===== config.mk =====
export PLATFORM = sky130hd
export DESIGN_NAME = bt_cell
export DESIGN_NICKNAME = d
export VERILOG_FILES = /design/src/rtl/bt_pkg.sv /design/src/rtl/bt_cell.sv
export SDC_FILE = /design/constraint.sdc
export NUM_CORES = 1
export LEC_CHECK = 0
export BUFFER_PORTS_ARGS = -buffer_cell sky130_fd_sc_hd__buf_2
export CAP_MARGIN = 20
export CORE_ASPECT_RATIO = 1.1
export CORE_UTILIZATION = 54
export DETAILED_ROUTE_END_ITERATION = 10
export GPL_TIMING_DRIVEN = 0
export PLACE_DENSITY = 0.8
export SLEW_MARGIN = 15
export SYNTH_ARGS = -nofsm -noshare
export SYNTH_HDL_FRONTEND = slang
export SYNTH_SLANG_ARGS = --single-unit

===== constraint.sdc =====
create_clock -name clock -period 5.1 [get_ports clock]
set_input_delay 1.53 -clock clock [delete_from_list [all_inputs] [get_ports clock]]
set_output_delay 1.53 -clock clock [all_outputs]
set_load 0.05 [all_outputs]

===== src/rtl/bt_pkg.sv =====
// ----------------------------------------------------------------------------
// bt_pkg
// Types shared by the binomial transform stream block.
// ----------------------------------------------------------------------------
package bt_pkg;

   localparam int VALUE_W  = 32;
   localparam int RESULT_W = 64;

   typedef struct packed {
      logic signed [VALUE_W-1:0] value;
      logic                      last;
   } bt_req_type;

   typedef struct packed {
      logic signed [RESULT_W-1:0] result;
      logic                       last_out;
      logic                       overflow;
   } bt_rsp_type;

   // wavefront token travelling down the cell row
   typedef struct packed {
      logic                act;
      logic [RESULT_W-1:0] value;
   } bt_token_type;

   // final difference reported by the cell that ends the wavefront
   typedef struct packed {
      logic                hit;
      logic [RESULT_W-1:0] value;
   } bt_hit_type;

endpackage


===== src/rtl/bt_cell.sv =====
// ----------------------------------------------------------------------------
// bt_cell
// One difference cell: holds one diagonal entry and forwards the wavefront.
// ----------------------------------------------------------------------------
module bt_cell #(
   parameter int CNT_W = 6
) (
   input  logic                 clock,
   input  logic                 reset,
   input  bt_pkg::bt_token_type tok_i,
   input  logic [CNT_W-1:0]     cnt_i,
   output bt_pkg::bt_token_type tok_o,
   output logic [CNT_W-1:0]     cnt_o,
   output bt_pkg::bt_hit_type   hit_o
);

   logic [bt_pkg::RESULT_W-1:0] diag_ff;
   logic                        act_ff;
   logic                        act_in;
   logic [bt_pkg::RESULT_W-1:0] val_ff;
   logic [bt_pkg::RESULT_W-1:0] val_in;
   logic [CNT_W-1:0]            cnt_ff;
   logic [CNT_W-1:0]            cnt_in;
   logic                        tail;

   always_comb begin
      tail   = (cnt_i == '0);
      val_in = tok_i.value - diag_ff;
      act_in = tok_i.act && !tail;
      cnt_in = cnt_i - CNT_W'(1);
   end

   always_ff @(posedge clock) begin
      if (reset) begin
         act_ff <= 1'b0;
      end else begin
         act_ff <= act_in;
      end
   end

   // payload: replace the diagonal entry with the incoming token value
   always_ff @(posedge clock) begin
      val_ff <= val_in;
      cnt_ff <= cnt_in;
      if (tok_i.act) begin
         diag_ff <= tok_i.value;
      end
   end

   assign tok_o.act   = act_ff;
   assign tok_o.value = val_ff;
   assign cnt_o       = cnt_ff;
   assign hit_o.hit   = tok_i.act && tail;
   assign hit_o.value = tok_i.value;

endmodule


## Word-level counts from Yosys, hierarchy flattened

Index checks and enable logic that the tools add are counted.

- Logic and storage cells: 10
- Flip-flop bits (word level): 135
- Output and inout port bits: 136
- Input port bits: 73

- Reduce and logical (&&, ||, !) cells: 4
- Add/sub/neg operators: 2

Operator list:

| operator | count |
|---|---|
| 64-bit subtractor | 1 |
| 6-bit zero test | 1 |
| 6-bit by 1-bit subtractor with 6-bit output, second input constant | 1 |
| 1-bit logical AND | 2 |
| 1-bit zero test | 1 |

## Logic depth before layout (Yosys ltp)

- Word-level depth: 3
- Mapped depth: 13
- Mapped depth without buffers: 13

## Worst setup path before layout

Ideal clock, no wire load.

- Path kind: input to register
- Start: in tok_i[0] (netlist bit)
- End: reg val_ff[60] (netlist bit)
- Buffers on the path: 0
- Setup slack: 792 ps
- Cell stages on the path: 13
- Data arrival time: 4236 ps
- Data required time: 5028 ps
- Library setup time: 72 ps
- Cells stage by stage: inv_1 > ha_1 > fa_1 > and2b_1 > o2111ai_2 > a31oi_4 > o21ai_2 > a2111oi_4 > o211ai_1 > a21o_1 > or4_1 > o211ai_2 > xor2_1

- Word-level cells in the longest chain between the ends: 1

RTL lines:

| element | line | RTL |
|---|---|---|
| start: declaration | bt_cell.sv:10 | `input bt_pkg::bt_token_type tok_i,` |
| 64-bit subtractor | bt_cell.sv:28 | `val_in = tok_i.value - diag_ff;` |
| net val_in, one bit | bt_cell.sv:21 | `logic [bt_pkg::RESULT_W-1:0] val_in;` |
| end signal: assignment | bt_cell.sv:43 | `val_ff <= val_in;` |
| end: declaration | bt_cell.sv:20 | `logic [bt_pkg::RESULT_W-1:0] val_ff;` |

The timed path passes the listed nets, and every way through them passes these cells.
A chain may end at the register's enable or synchronous reset.

## Worst setup path in the final report

- Start: in tok_i[0] (netlist bit)
- End: reg val_ff[62] (netlist bit)

The elaborated chain is that of the path after synthesis.

==> metrics.cfg <==
[run_status]
outcome = complete, no violations

[logic_synthesis]
syn_area_per_cell_sq_um = 9.56
synth_edf_count = 64
syn-num-nets = 962
synth_async_sr_flop_share_pct = 0
syn-cell-area_sq_um = 7870
ys_seq_area_share_pct = 42.5
synth_flop_cell = dfxtp_1
ys_warn_count = 0
synth-seq-cells = 135
netlist_instances = 823
synth.distinct_cells = 56

[final_layout]
final_cell_mix = buf_2 (214), inv_1 (88), a21oi_1 (83)
syn_to_final_growth_pct = 24.9
fin_nets = 1190
layout-drive-gt1-share_pct = 30.8
post-route-util_pct = 70.1
num_antenna_cells = 0
layout_commonest_cell = buf_2

[detailed_routing]
wl_per_cell_um = 14.3
vias_per_cell = 5.25
vias = 6569
dr.pass1.iters = 5
ant_nets = 0
drt_iter0_markers = 335
routed_wl_um = 17900
drc = 0

[clocking]
cts_tree = built
cts_buffers = 17
cts_setup_buffers = 0
clk_pin_slew_ps = 50
clk_path_buf_depth = 2
clk_latency_ps = 420
cts.repair.resized = 0
htreeDepth = 4
cts.sinks = 135
cts_root_buf = clkbuf_16
hold_buffers = 0

[flow_run]
maxCapViolCount = 0

[critical_path]
crit_type = input pin to register
cp_num_buf_inv = 2
arrival_ps = 4810
cp-startpoint = tok_i[0]
end_kind = register
critPathLaunchType = input pin
cp_slowest_cell = o21ai_1
reg2reg_from = diag_ff[0]
cp_data_required_time_ps = 5440
crit_family = compound AO/OA/AOI/OAI gates
crit_path_frequent_cell = o21ai_1
slowest_delay_ps = 480
crit_fanout = 4
crit_chain = buf_2, inv_1, ha_1, fa_1, and2b_1, o2111ai_2, a31oi_4, o21ai_1, o21ai_1, a211oi_1, o221ai_1, a21oi_1, o21ai_1, xor2_1

[timing]
period_share_pct = 87.6
slew_viol_final = 0
min_period_ps = 4470
slew_headroom_pct = 62.2
final-setup-viol-count = 0
fin_worst_skew_ps = 8.04
fmax_mhz = 224
hold_viol = 0
tns_ps = 0
grt_setup_unrepaired = no
hold_slack_ps = 519
worst_pin_slew_ps = 552

[floorplanning]
dieArea_sq_um = 15100
die_y_um = 129
rows = 45
die_w_um = 117
start_util_pct = 56.1
coreArea_sq_um = 14000
io_pins = 209

[power_and_ir_drop]
p_leak_nw = 4.74
power_density_nw_per_um2 = 434
ir_drop_v = 0.000228

[min_path]
hold_path.class = register to register
min_from = diag_ff[0]

[placement]
routabilityCongestion = 0.914
numPortBuffers = 208
place_hpwl_um = 13500

[global_route]
grt_pass1_vias = 6078
grt_max_degree = 36
antenna_found_initial = 0
grt_use_total_pct = 24.5
grt_pass1_wl_um = 28400
grt_overflow_total = 0

kinds of logic after synthesis:
| group | Yosys count | share of synthesized area, % |
|---|---|---|
| adder cells (fa/ha/maj) | 66 | 10.6 |
| flip-flops | 135 | 42.5 |
| AO/OA/AOI/OAI | 219 | 18.1 |
| XOR/XNOR | 65 | 7.23 |
| buffers and inverters | 174 | 11.5 |
| AND/OR/NAND/NOR | 164 | 10.1 |
tightest hold or removal path: stages (launching register included):
cell and delay [ps]:
edfxtp_1 330, ha_1 120, inv_1 30
layout make-up:
| class | count | area (sq um) |
|---|---|---|
| Fill cell | 1056 | 4190 |
| Multi-Input combinational cell | 514 | 3620 |
| Sequential cell | 135 | 3340 |
| Timing Repair Buffer | 209 | 1060 |
| Clock buffer | 27 | 587 |
| Buffer | 86 | 576 |
| Inverter | 88 | 330 |
| Tap cell | 188 | 235 |
| Clock inverter | 4 | 72.6 |
cell usage after synthesis (2+ instances only):
library cell	number	area [sq um]
inv_1	88	330
a21oi_1	83	415
dfxtp_1	71	1420
buf_4	65	488
ha_1	65	813
edfxtp_1	64	1920
nand2_1	59	221
xnor2_1	35	307
nor2_1	33	124
xor2_1	30	263
a21o_1	27	203
o21ai_0	27	135
nand4_1	21	131
o21bai_1	20	150
clkbuf_1	14	52.6
o21ai_1	13	65.1
nand3_1	9	45.0
nor3_1	8	40.0
buf_2	7	35.0
nand2b_1	7	43.8
a21boi_0	6	45.0
nor2b_1	6	37.5
o211ai_1	5	37.5
a31oi_1	4	25.0
and4_1	4	35.0
o21a_1	4	30.0
a211oi_1	3	22.5
a311oi_1	3	26.3
a31o_2	3	26.3
and2_1	3	18.8
nor4_1	3	18.8
or2_2	3	18.8
a31o_1	2	17.5
nand4b_1	2	17.5
o221ai_1	2	17.5
o31ai_1	2	15.0
o41ai_2	2	32.5
or3_1	2	12.5
path summary, 6_finish.rpt:
| check | end | slack [ps] | depth (start not counted) |
|---|---|---|---|
| min | val_ff[0] | 520 | 2 |
| min reg2reg | val_ff[0] | 520 | 2 |
| max | val_ff[62] | 630 | 14 |
| max reg2reg | val_ff[62] | 1510 | 12 |
report_power, final:
group	leakage, nW	switching, W	internal, W
clock	0.323	0.000439	0.000883
sequential	1.23	0.0000449	0.00133
combinational	3.19	0.00113	0.000430
layer usage:
layer,global-route usage (%),share of wire [%],up-vias
met4,9.53,2.2,0
met2,42.2,49,255
met3,4.47,5.8,29
met5,0,0,-
li1,-,-,3280
met1,30.3,43,3005
sequential cells by signal, indices dropped and copies added (netlist names):
signal / count
diag_ff: 64
val_ff: 64
cnt_o: 6
act_ff: 1
through the flow:
stage          power, W  instance area [sq um]  std cells  setup slack, ps
6_report        0.00426                   9830       1251              633
5_1_grt         0.00446                   9830       1251              487
4_1_cts         0.00428                   9830       1251              682
3_5_place_dp    0.00295                   9170       1220              270
3_3_place_gp    0.00293                   9150       1219              266
2_1_floorplan   0.00259                   7870        823              792
Power figures use the tool's default switching activity.
